==> src/design/vsm_pkg.sv <==
// Shared types, constants and states for the vector similarity metric core.
// Depends on nothing; the datapath, controller and top level import it.
package vsm_pkg;
	localparam int MAX_DIM    = 4096;
	localparam int ELEM_WIDTH = 16;
	localparam int DOT_W      = 44;
	localparam int NORM_W     = 43;
	localparam int DIFF_W     = 45;
	localparam int VALUE_W    = 46;
	localparam int PROD_W     = 86;
	localparam int ROOT_W     = 43;
	localparam int QUOT_W     = 16;
	localparam int MUL_HW     = 22;

	localparam logic signed [DOT_W-1:0] DOT_LIM =
		DOT_W'(longint'(MAX_DIM) * (longint'(1) << (2*ELEM_WIDTH-2)));
	localparam logic [NORM_W-1:0] NORM_LIM =
		NORM_W'(longint'(MAX_DIM) * (longint'(1) << (2*ELEM_WIDTH-2)));
	localparam logic [DIFF_W-1:0] DIFF_LIM =
		DIFF_W'(longint'(MAX_DIM) * ((longint'(1) << ELEM_WIDTH) - 1)
			* ((longint'(1) << ELEM_WIDTH) - 1));

	typedef enum logic [1:0] {
		METRIC_DOT  = 2'd0,
		METRIC_COS  = 2'd1,
		METRIC_L2SQ = 2'd2,
		METRIC_NONE = 2'd3
	} metric_t;

	typedef enum logic [2:0] {
		ST_ACC, ST_MSTART, ST_MUL, ST_SQRT, ST_DIV, ST_OUT
	} state_t;

	typedef struct packed {
		logic acc_en;    // add the incoming pair
		logic clear;     // clear accumulators after capture
		logic capture;   // latch result value/flag into output reg
		logic mul_start; // begin norm product
		logic sqrt_step;
		logic div_start;
		logic div_step;
	} cmd_t;

	typedef struct packed {
		logic mul_done;
		logic sqrt_done;
		logic div_done;
	} sts_t;
endpackage

==> src/design/vsm_ctrl.sv <==
// Controller state machine sequencing accumulate, for cosine product, root and divide, then output.
// Depends on vsm_pkg.
module vsm_ctrl import vsm_pkg::*; (
	input  logic    clk,
	input  logic    arst_n,
	input  logic    in_valid,
	output logic    in_stall,
	input  logic    in_last,
	input  metric_t metric,
	output logic    out_valid,
	input  logic    out_stall,
	output cmd_t    cmd,
	input  sts_t    sts
);
	state_t st_q, st_n;
	logic   ov_q, ov_n;
	always_ff @(posedge clk or negedge arst_n) begin
		if (!arst_n) begin
			st_q <= ST_ACC; ov_q <= 1'b0;
		end else begin
			st_q <= st_n; ov_q <= ov_n;
		end
	end
	assign out_valid = ov_q;
	always_comb begin
		st_n = st_q;
		ov_n = ov_q && out_stall;
		cmd = '0;
		in_stall = 1'b1;
		unique case (st_q)
			ST_ACC: begin
				in_stall = 1'b0;
				cmd.acc_en = in_valid;
				if (in_valid && in_last)
					st_n = (metric == METRIC_COS) ? ST_MSTART : ST_OUT;
			end
			// the norms now include the last pair
			ST_MSTART: begin
				cmd.mul_start = 1'b1; st_n = ST_MUL;
			end
			ST_MUL: if (sts.mul_done) st_n = ST_SQRT;
			ST_SQRT: begin
				cmd.sqrt_step = 1'b1;
				if (sts.sqrt_done) begin
					cmd.div_start = 1'b1; st_n = ST_DIV;
				end
			end
			ST_DIV: begin
				cmd.div_step = 1'b1;
				if (sts.div_done) st_n = ST_OUT;
			end
			ST_OUT: if (!ov_q || !out_stall) begin
				cmd.capture = 1'b1; cmd.clear = 1'b1; ov_n = 1'b1; st_n = ST_ACC;
			end
			default: st_n = ST_ACC;
		endcase
	end
endmodule

==> config.mk <==
export PLATFORM = sky130hd
export DESIGN_NAME = vsm_ctrl
export DESIGN_NICKNAME = d
export VERILOG_FILES = /design/src/design/vsm_pkg.sv /design/src/design/vsm_ctrl.sv
export SDC_FILE = /design/constraint.sdc
export NUM_CORES = 1
export LEC_CHECK = 0
export ABC_AREA = 1
export BUFFER_PORTS_ARGS = -buffer_cell sky130_fd_sc_hd__buf_2
export CAP_MARGIN = 20
export CORE_AREA = 2 2 39 41
export CTS_CLUSTER_SIZE = 24
export DETAILED_ROUTE_END_ITERATION = 6
export DIE_AREA = 0 0 41 43
export PLACE_DENSITY = 0.66
export SLEW_MARGIN = 40
export SYNTH_ARGS = -nofsm -noshare
export SYNTH_HDL_FRONTEND = slang
export SYNTH_SLANG_ARGS = --single-unit
==> constraint.sdc <==
create_clock -name clk -period 1.1 [get_ports clk]
set_input_delay 0.22 -clock clk [delete_from_list [all_inputs] [get_ports clk]]
set_output_delay 0.22 -clock clk [all_outputs]
set_load 0.02 [all_outputs]
## After elaboration in Yosys (flattened, before gate mapping)

Cells that the tools add are included.

- Multiplexer cells: 17
- Equal/unequal tests: 11
- Reductions and logical operators: 7

Operators by type and width:

| operator | count |
|---|---|
| two-way mux 3 bit | 6 |
| case mux 3 bit (6 select lines) | 1 |
| inequality test 2 bit, second input constant | 5 |
| two-way mux 1 bit | 7 |
| equality test 3 x 2 -> 1 bit, second input constant | 2 |
| equality test 3 bit, second input constant | 2 |
| two-way mux 2 bit | 3 |
| AND reduction 5 bit | 1 |
| equality test 3 x 1 -> 1 bit, second input constant | 1 |
| logical NOT 3 bit | 1 |
| equality test 2 x 1 -> 1 bit, second input constant | 1 |
| logical AND 1 bit | 2 |
| logical NOT 1 bit | 2 |
| logical OR 1 bit | 1 |

- Input bits: 10
- Word-level logic and storage cells: 37
- Register bits after elaboration: 4

## Longest topological paths before layout

Gate-level depths: netlist (run 1).

- Depth after elaboration: 4
- Mapped depth: 8
- Mapped depth without buffers: 7

## Least setup slack after synthesis (run 1)

OpenSTA, ideal clock, no wires.

- Path type: reg2out
- Start point: reg st_q[0]
- End point: out cmd[6] in the netlist's numbering
- Setup slack: -0.288 ns
- Data arrival time: 1.168 ns
- Stages on the path, launching flop included: 5
- Data required time: 0.880 ns
- Buffers on the path: 1
- Path through: dfrtp_1 -> buf_6 -> nor2_2 -> nand2_1 -> nor2_1

RTL lines:

| item | RTL line | source |
|---|---|---|
| start, declared | vsm_ctrl.sv:15 | `state_t st_q, st_n;` |
| start signal, assigned | vsm_ctrl.sv:21 | `st_q <= st_n; ov_q <= ov_n;` |
| end, declared | vsm_ctrl.sv:12 | `output cmd_t cmd,` |

==> results by group, run 1 <==
Clock tree
  – TritonCTS buffer count: 3
  – Reg clk slew, reported paths: approximately 0.040 ns
  – CTS Root Buffer Type: clkbuf_4
  – CTS tree: yes
  – H-tree depth: 1
  – Clk sinks: 4
  – Clock buffer depth: 2
  – Clk Latency, worst-skew pair: approximately 0.23 ns

Synthesis
  – Synth Area in Adders: 0
  – Syn Nets: ~70
  – Synth cell types: 16
  – Main combinational cell family by area after synthesis: simple AND/OR/NAND/NOR gates
  – Syn avg cell area: 6.21 µm²
  – Mux cell area share after synthesis: 0
  – Compound-Gate Fraction of Synth Area: 0.0792
  – Yosys Warn Count: 0
  – Mapped Area: approximately 380 µm²
  – Syn Inst Count: 61
  – Synthesis-stage register bit count: 4
  – Simple-Gate Fraction of Synth Area: 0.459
  – Synth Area in XOR/XNOR: 0
  – Sequential share of the synthesized area: 0.264

Critical path
  – R2R depth: 8
  – Critical path cell sequence: nor2_4 -> nand2_4 -> nor2_4 -> buf_6
  – Worst r2r src: st_q[0]
  – CP most frequent cell: nor2_4
  – CP Capture Type: primary output
  – Worst endpoint required time: around 0.9 ns
  – Worst Path Arrival: around 1.2 ns
  – Critical path launch point type: flop
  – Crit-path max FO: 8
  – Internal reg-to-reg setup slack: -0.27 ns
  – R2r endpoint: st_q[2]
  – Crit path largest cell delay: 0.48 ns
  – CP Class: reg -> out
  – CP max stage cell: dfrtp_2

Finish
  – Fin nets: 100
  – Post-layout util: 0.475
  – Proportion of layout cells with a drive suffix above 1: 0.562
  – Area growth syn-to-layout: 73.3%
  – Ant diodes: 0

Routing
  – Wire per inst: just over 9 µm
  – Final ANT Viol Nets: 0
  – Remaining DRCs: 0
  – Avg Vias per Cell: 4.32
  – First-pass iteration count of the detailed router: 4
  – Initial DRC Count: 5
  – DR vias: about 450
  – Routed wire length: a little under 1 mm

Floorplanning
  – Die Y: about 43 µm
  – Die width: roughly 41 µm
  – I/O pin count: 19
  – Die area: around 1800 µm²
  – Initial core utilization: 0.274
  – Rows: 14
  – Core area: 1380 µm²

Power
  – Cell area power density: 2810 nW/µm²
  – Power share of the clock group: 0.108
  – P_sw: a little under 900 µW
  – Worst IR Drop VDD: between 1 and 1.5 mV
  – Switching share of power: 0.479
  – Reg power frac: 0.216
  – P_leak: 0.388 nW
  – Logic pwr share: 0.676
  – Cell Int Power: a little under 1 mW

Placement
  – Dpl ws: -0.177 ns
  – Post-DP HPWL: ~730 µm
  – I/O Buffers: 18
  – RePlAce Congestion: slightly below 0.9

STA
  – Final setup viols: 11
  – Fmax: 718 MHz
  – Worst-margin pin slew: between 0.2 and 0.25 ns
  – PnR worst setup slack: -0.294 ns
  – RSZ-0062 raised after global routing: yes
  – Max Slew Vio Count: 0
  – Slew HR: 0.860
  – Tcrit/Tclk final: 1.27
  – WHS: 0.219 ns
  – Final hold vios: 0
  – Final Skew: 0.00701 ns
  – Minimum clock period: about 1.4 ns

Run status
  – Status: finished, violations left
  – Failing checks: setup timing

Run
  – Max Cap Viol: 0

GRT
  – GRT Resource Usage Total: 0.140
  – Gr ovfl total: 0
  – Global-route wire length before repair: 1.68 mm
  – Largest net degree at the start of global routing: 10
  – Vias in the first global route: around 440
  – Initial antenna violation count: 0

Hold path
  – Worst hold start: out_stall
  – HP Class: in -> reg
  – Worst Hold Path Cells: 3
  – Worst hold endpoint: out_valid
[power groups by stage]
stage | sequential (mW) | clock (mW) | combinational (mW)
3_3_place_gp | 0.382 | 0 | 0.995
2_1_floorplan | 0.294 | 0 | 0.901
6_report | 0.398 | 0.199 | 1.25
3_5_place_dp | 0.391 | 0 | 1.01
4_1_cts | 0.399 | 0.210 | 1.17
5_1_grt | 0.427 | 0.226 | 1.38
[placed cells by master (no fill, tap or decap)]
master | synthesis | layout
dfrtp_1 | 4 | 1
clkbuf_4 | 0 | 3
nor2_4 | 1 | 5
dfrtp_2 | 0 | 3
buf_2 | 0 | 10
nand2_2 | 3 | 3
nand2_1 | 15 | 13
buf_4 | 2 | 9
o21bai_1 | 2 | 2
nand3_2 | 1 | 2
nand3_1 | 7 | 6
nor2_1 | 6 | 3
o21ai_0 | 2 | 2
inv_2 | 1 | 5
inv_1 | 12 | 8
nand3b_1 | 1 | 1
nand2_4 | 0 | 2
nor2_2 | 2 | 1
buf_6 | 1 | 7
dlygate4sd3_1 | 0 | 1
a21oi_1 | 1 | 1
clkbuf_1 | 0 | 1
[metal layers]
| layer | global-route usage | vias to the layer above | part of all wire |
|---|---|---|---|
| li1 | - | 238 | - |
| met1 | 0.151 | 204 | 0.38 |
| met2 | 0.238 | 12 | 0.56 |
| met3 | 0.0524 | 0 | 0.056 |
| met4 | 0.0467 | 0 | 0 |
| met5 | 0 | - | 0 |
[flip-flops by register name, indices dropped and copies added (netlist names)]
signal / count
st_q: 3
out_valid: 1
[logic make-up (layout without fill, tap and decap cells)]
| logic type | count (synthesis) | in the layout |
|---|---|---|
| compound gates | 5 | 5 |
| buf+inv | 16 | 44 |
| flops | 4 | 4 |
| simple gates | 36 | 36 |
[worst max path at each step]
stage,depth (start not counted),to,slack (ns),start
after floorplan,4,cmd[5],-0.06,st_q[1]
after global placement,8,st_q[2],-0.15,st_q[0]
after detailed placement,7,st_q[2],-0.18,st_q[0]
after CTS,4,cmd[0],-0.29,st_q[1]
after global routing,4,cmd[6],-0.35,st_q[0]
final,4,cmd[6],-0.29,st_q[0]
[layout make-up]
| class | instances | area, µm² |
|---|---|---|
| clock buffer | 4 | 26.3 |
| fill | 137 | 727 |
| inverter | 13 | 48.8 |
| multi-input combinational | 41 | 251 |
| sequential | 4 | 104 |
| tap | 16 | 20.0 |
| timing repair buffer | 27 | 206 |
[metrics by stage]
step,TNS (ns),total power [mW],cells,cell area [µm²]
after detailed placement,-1.52,1.40,96,539
after floorplan,-0.184,1.19,61,429
after global placement,-1.30,1.38,96,539
after CTS,-2.42,1.78,104,641
after global routing,-3.53,2.03,105,657
final,-2.73,1.84,105,657
[what timing repair did]
action	4_1_cts	5_1_grt
pin swaps	7	4
hold endpoints to repair	4	0
setup buffers	3	1
resized for setup	15	5
hold buffers	1	0
setup endpoints to repair	11	11
[Yosys cell counts, drive strengths merged]
master   n  share of area
a21oi    1          0.013
nand2   18           0.20
inv     13           0.13
o21bai   2          0.040
nor2     9           0.12
buf      3          0.069
nand3    8           0.12
nand3b   1          0.020
o21ai    2          0.026
dfrtp    4           0.26
[critical path, delay by kind of cell, from the launching register on]
kind	cells	cell delay, ns
flops	1	0.48
simple gates	3	0.35
buf+inv	1	0.12
(Power assumes the default switching activity.)
==> run 2, diff against run 1 <==
- SETUP_SLACK_MARGIN: default -> 0.4
==> run 2 against run 1 <==
The flow still finishes with violations (setup timing); die area did not move; register-to-register slack improved by 0.07 ns; first-iteration DRC count rose by 60%; non-clock buffer count rose by 1; cell count rose by 0.95%; clock power barely moved; utilization rose by 1.3 points; largest power group unchanged; routed wire length rose by 2.4%; clock-buffer cell count did not move; combinational power rose by 6%; cell area rose by 2.7%; global-route usage rose by 0.50 points.
==> results by group, run 2 (same netlist as run 1, synthesis figures left out) <==
Run status
  – Status: finished, violations left (unchanged)
  – Failing checks: setup timing (unchanged)

Clock tree
  – H-tree depth: 1 (unchanged)
  – Clk Latency, worst-skew pair: 0.24 ns (was 0.23 ns)
  – CTS tree: yes (unchanged)
  – CTS Root Buffer Type: clkbuf_4 (unchanged)
  – Clock buffer depth: 2 (unchanged)
  – Clk sinks: 4 (unchanged)
  – TritonCTS buffer count: 3 (unchanged)
  – Reg clk slew, reported paths: 0.04 ns (about the same)

STA
  – RSZ-0062 raised after global routing: yes (unchanged)
  – Final setup viols: 11 (unchanged)
  – Slew HR: 0.861 (was 0.860)
  – Minimum clock period: 1.37 ns (was 1.39 ns)
  – Fmax: 728 MHz (was 718 MHz)
  – WHS: 0.224 ns (was 0.219 ns)
  – Worst-margin pin slew: 0.209 ns (was 0.211 ns)
  – PnR worst setup slack: -0.273 ns (was -0.294 ns)
  – Tcrit/Tclk final: 1.25 (was 1.27)
  – Final Skew: 0.00811 ns (was 0.00701 ns)
  – Max Slew Vio Count: 0 (unchanged)
  – Final hold vios: 0 (unchanged)

Critical path
  – Critical path launch point type: flop (unchanged)
  – CP Capture Type: primary output (unchanged)
  – R2R depth: 8 (unchanged)
  – Worst Path Arrival: 1.15 ns (was 1.17 ns)
  – Internal reg-to-reg setup slack: -0.20 ns (was -0.27 ns)
  – CP Capture Point: cmd[6] (unchanged)
  – Crit-path max FO: 5 (was 8)
  – CP Launch Point: st_q[1] (was st_q[0])
  – Worst r2r src: st_q[1] (was st_q[0])
  – CP Class: reg -> out (unchanged)
  – Worst endpoint required time: 0.88 ns (about the same)
  – R2r endpoint: st_q[0] (was st_q[2])

Finish
  – Filler instances: 146 (was 137)
  – Reg area: 104 µm² (unchanged)
  – Ant diodes: 0 (unchanged)
  – Max reg flops: 3 (unchanged)
  – Multi-input gate area: 259 µm² (was 251 µm²)
  – Commonest non-fill, non-tap cell in the layout: nand2_1 (unchanged)
  – Post-route cell area: 674 µm² (was 657 µm²)
  – Fin nets: 101 (was 100)
  – Commonest cells after routing, fill and taps aside: nand2_1 (13), buf_4 (11), buf_2 (9), inv_1 (8), buf_6 (7) (was nand2_1 (13), buf_2 (10), buf_4 (9), inv_1 (8), buf_6 (7))
  – Largest reg by FF count: st_q (unchanged)
  – Proportion of layout cells with a drive suffix above 1: 0.589 (was 0.562)
  – Area growth syn-to-layout: 77.9% (was 73.3%)

GRT
  – Vias in the first global route: 444 (was 438)
  – Global-route wire length before repair: 1.76 mm (was 1.68 mm)
  – GRT Resource Usage Total: 0.145 (was 0.140)
  – Initial antenna violation count: 0 (unchanged)
  – Largest net degree at the start of global routing: 8 (was 10)
  – Gr ovfl total: 0 (unchanged)

Floorplanning
  – Initial core utilization: 0.274 (unchanged)
  – Rows: 14 (unchanged)
  – Die area: 1760 µm² (unchanged)
  – Die Y: 43 µm (unchanged)
  – I/O pin count: 19 (unchanged)
  – Core area: 1380 µm² (unchanged)
  – Die width: 41 µm (unchanged)

Routing
  – Wire per inst: 9.32 µm (was 9.19 µm)
  – Remaining DRCs: 0 (unchanged)
  – DR vias: 464 (was 454)
  – Avg Vias per Cell: 4.38 (was 4.32)
  – Final ANT Viol Nets: 0 (unchanged)
  – First-pass iteration count of the detailed router: 4 (unchanged)
  – Routed wire length: 988 µm (was 965 µm)
  – Initial DRC Count: 8 (was 5)

Power
  – Logic pwr share: 0.692 (was 0.676)
  – Power share of the clock group: 0.104 (was 0.108)
  – Reg power frac: 0.204 (was 0.216)
  – P_sw: 910 µW (was 883 µW)
  – P_leak: 0.396 nW (was 0.388 nW)
  – Switching share of power: 0.474 (was 0.479)
  – Worst IR Drop VDD: 1.08 mV (was 1.15 mV)
  – Cell Int Power: 1.01 mW (was 962 µW)
  – Cell area power density: 2850 nW/µm² (was 2810 nW/µm²)

Placement
  – Placed Area: 532 µm² (was 539 µm²)
  – Post-DP HPWL: 740 µm (was 735 µm)
  – RePlAce Congestion: 0.831 (was 0.881)
  – I/O Buffers: 18 (unchanged)

Hold path
  – HP Class: in -> reg (unchanged)
  – Worst hold start: out_stall (unchanged)

Run
  – Max Cap Viol: 0 (unchanged)
-- run 2: cell types whose count changed in the layout (fill, tap and decap cells not counted) --
cell     previous run  this run
buf_4               9        11
nand3_1             6         5
nand3_2             2         3
nor2_1              3         2
nor2_2              1         2
buf_2              10         9
-- run 2: layout make-up --
type                    count  share of cell area
flip-flops and latches      4               0.154
inverters                  13              0.0724
clock buffers               4              0.0390
well taps                  16              0.0297
repair buffers             28               0.321
multi-input cells          41               0.384
-- run 2: power groups by stage --
stage / clock network [mW] / logic (mW) / registers (mW)
after detailed placement: 0 / 0.985 / 0.397
after global routing: 0.218 / 1.49 / 0.411
after global placement: 0 / 0.964 / 0.394
after CTS: 0.210 / 1.30 / 0.394
after floorplan: 0 / 0.905 / 0.294
final: 0.200 / 1.33 / 0.391
-- run 2: layer usage --
layer	track usage	vias to the layer above	share of wire
met3	0.0157	0	0.049
met1	0.179	207	0.38
met5	0	-	0
met4	0.0600	0	0
li1	-	241	-
met2	0.241	16	0.57
-- run 2: how the worst min path moves through the flow --
stage                           end  slack, ns  depth (start not counted)
after floorplan           out_valid      -0.08                          0
after global placement    out_valid       0.02                          1
after detailed placement  out_valid       0.03                          1
after CTS                 out_valid       0.22                          3
after global routing      out_valid       0.23                          3
final                     out_valid       0.22                          3
-- run 2: through the flow --
step | power [mW] | utilization | std cells | TNS [ns] | setup WS, ns
6_report | 1.92 | 0.487 | 106 | -2.46 | -0.273
5_1_grt | 2.11 | 0.487 | 106 | -3.18 | -0.315
3_5_place_dp | 1.38 | 0.384 | 95 | -1.68 | -0.192
3_3_place_gp | 1.36 | 0.384 | 95 | -1.51 | -0.169
4_1_cts | 1.91 | 0.480 | 106 | -2.59 | -0.286
2_1_floorplan | 1.20 | - | 61 | -0.184 | -0.0605
-- run 2: what timing repair did --
action / CTS / global route
resized for setup: 19 / 3
pin swaps: 7 / 0
buffers inserted: 6 / 0
setup endpoints to repair: 13 / 13
hold buffers: 1 / 0
endpoints found under the hold margin: 4 / 0
-- run 2: critical path: stages, from the launching register on --
cell and delay (ns):
dfrtp_2 0.46, nor2_4 0.19, nand2_4 0.07, nor2_4 0.08, buf_6 0.11
==> run 3, diff against run 2 <==
- PLACE_DENSITY: 0.66 -> default
- PLACE_DENSITY_LB_ADDON: default -> 0.2
==> run 3 against run 2 <==
The run still ends with setup timing left; power up 15%; worst hold slack worse by 0.022 ns; non-clock buffer count up 5; clock power up 3%; register-to-register slack worse by 0.05 ns; critical path depth unchanged; highest routed layer unchanged.
==> results by group, run 3 (same netlist as run 1, synthesis figures left out) <==
Run status
  – Failing checks: setup timing (unchanged)
  – Status: finished, violations left (unchanged)

Finish
  – Proportion of layout cells with a drive suffix above 1: 0.632 (was 0.589)
  – Largest reg by FF count: st_q (unchanged)
  – Max reg flops: 3 (unchanged)
  – Fin nets: 106 (was 101)
  – Ant diodes: 0 (unchanged)
  – Area growth syn-to-layout: 104% (was 77.9%)
  – Commonest cells after routing, fill and taps aside: nand2_1 (13), buf_6 (13), buf_2 (10), buf_4 (9), inv_1 (8) (was nand2_1 (13), buf_4 (11), buf_2 (9), inv_1 (8), buf_6 (7))
  – Post-layout util: 0.558 (was 0.487)

STA
  – Tcrit/Tclk final: 1.27 (was 1.25)
  – Final hold vios: 0 (unchanged)
  – PnR worst setup slack: -0.297 ns (was -0.273 ns)
  – Worst-margin pin slew: 0.268 ns (was 0.209 ns)
  – Max Slew Vio Count: 0 (unchanged)
  – Final Skew: 0.00340 ns (was 0.00811 ns)
  – Slew HR: 0.820 (was 0.861)
  – Fmax: 716 MHz (was 728 MHz)
  – Minimum clock period: 1.40 ns (was 1.37 ns)
  – Final setup viols: 11 (unchanged)
  – RSZ-0062 raised after global routing: yes (unchanged)

Power
  – Logic pwr share: 0.730 (was 0.692)
  – Worst IR Drop VDD: 1.27 mV (was 1.08 mV)
  – P_sw: 1.02 mW (was 910 µW)
  – Reg power frac: 0.177 (was 0.204)
  – Cell Int Power: 1.19 mW (was 1.01 mW)
  – Switching share of power: 0.461 (was 0.474)
  – Power share of the clock group: 0.093 (was 0.104)
  – Cell area power density: 2860 nW/µm² (was 2850 nW/µm²)
  – Design Power: 2.21 mW (was 1.92 mW)
  – P_leak: 0.442 nW (was 0.396 nW)

Routing
  – Remaining DRCs: 0 (unchanged)
  – DR vias: 481 (was 464)
  – Initial DRC Count: 5 (was 8)
  – First-pass iteration count of the detailed router: 2 (was 4)
  – Avg Vias per Cell: 4.33 (was 4.38)
  – Final ANT Viol Nets: 0 (unchanged)
  – Routed wire length: 1.05 mm (was 988 µm)
  – Wire per inst: 9.43 µm (was 9.32 µm)

Critical path
  – Worst endpoint required time: 0.88 ns (about the same)
  – CP Capture Type: primary output (unchanged)
  – Worst Path Arrival: 1.18 ns (was 1.15 ns)
  – Crit-path max FO: 6 (was 5)
  – Critical path launch point type: flop (unchanged)
  – CP Class: reg -> out (unchanged)

Floorplanning
  – Initial core utilization: 0.274 (unchanged)
  – Die area: 1760 µm² (unchanged)
  – I/O pin count: 19 (unchanged)
  – Core area: 1380 µm² (unchanged)
  – Die Y: 43 µm (unchanged)
  – Die width: 41 µm (unchanged)
  – Rows: 14 (unchanged)

GRT
  – Vias in the first global route: 438 (was 444)
  – GRT Resource Usage Total: 0.129 (was 0.145)
  – Largest net degree at the start of global routing: 8 (unchanged)
  – Initial antenna violation count: 0 (unchanged)
  – Gr ovfl total: 0 (unchanged)
  – Global-route wire length before repair: 1.61 mm (was 1.76 mm)

Placement
  – RePlAce Congestion: 0.803 (was 0.831)
  – I/O Buffers: 18 (unchanged)
  – Post-DP HPWL: 701 µm (was 740 µm)

Run
  – Max Cap Viol: 0 (unchanged)

Clock tree
  – CTS Root Buffer Type: clkbuf_4 (unchanged)
  – Clk sinks: 4 (unchanged)
  – Clk Latency, worst-skew pair: 0.24 ns (about the same)
  – H-tree depth: 1 (unchanged)
  – TritonCTS buffer count: 3 (unchanged)
  – CTS tree: yes (unchanged)
  – Reg clk slew, reported paths: 0.04 ns (about the same)
  – Clock buffer depth: 2 (unchanged)

Hold path
  – HP Class: in -> reg (unchanged)
==> run 3: path summary, 6_finish.rpt <==
kind | from | to | slack, ns | cells past startpoint
setup / recovery | st_q[0] | cmd[6] | -0.30 | 4
hold / removal | out_stall | out_valid | 0.20 | 3
setup reg to reg | st_q[0] | st_q[2] | -0.25 | 9
hold reg to reg | out_valid | out_valid | 0.52 | 2
max in group asynchronous | arst_n | st_q[2] | 0.65 | 2
min in group asynchronous | arst_n | out_valid | 0.32 | 2
==> run 3: critical path, stage by stage (launching register included) <==
cell and delay [ns]:
dfrtp_2 0.46, nor2_4 0.21, nand2_4 0.08, nor2_4 0.08, buf_6 0.12
==> run 3: layout make-up <==
class | instances | area [µm²]
Fill cell | 131 | 612
Clock buffer | 4 | 26.3
Inverter | 13 | 48.8
Multi-Input combinational cell | 41 | 299
Timing Repair Buffer | 33 | 274
Sequential cell | 4 | 104
Tap cell | 16 | 20.0
==> run 3: repair_timing <==
item,4_1_cts,5_1_grt
pin swaps,12,10
hold buffers,1,0
hold endpoints to repair,4,0
gates resized for setup,26,8
setup endpoints to repair,13,13
buffers inserted,8,3
==> run 3: power groups by stage <==
stage,registers [mW],clock network (mW),logic (mW)
after floorplan,0.294,0,0.905
after global placement,0.385,0,1.01
after detailed placement,0.387,0,1.01
after CTS,0.398,0.212,1.41
after global routing,0.404,0.229,1.75
final,0.391,0.207,1.61
==> run 3: through the flow <==
step                cells  setup WS, ns  setup TNS [ns]  hold slack (ns)  instance area [µm²]
floorplan              61       -0.0605          -0.184          -0.0756                  429
finish                111        -0.297           -2.83            0.201                  772
CTS                   108        -0.312           -2.93            0.199                  709
global route          111        -0.351           -3.48            0.212                  772
detailed placement     95        -0.186           -1.30           0.0276                  532
global placement       95        -0.161           -1.17           0.0282                  532
==> run 3: metal layers <==
metal,track usage,share of wire
met5,0,0
met1,0.163,0.43
met2,0.216,0.50
met3,0.0314,0.060
met4,0.0200,0
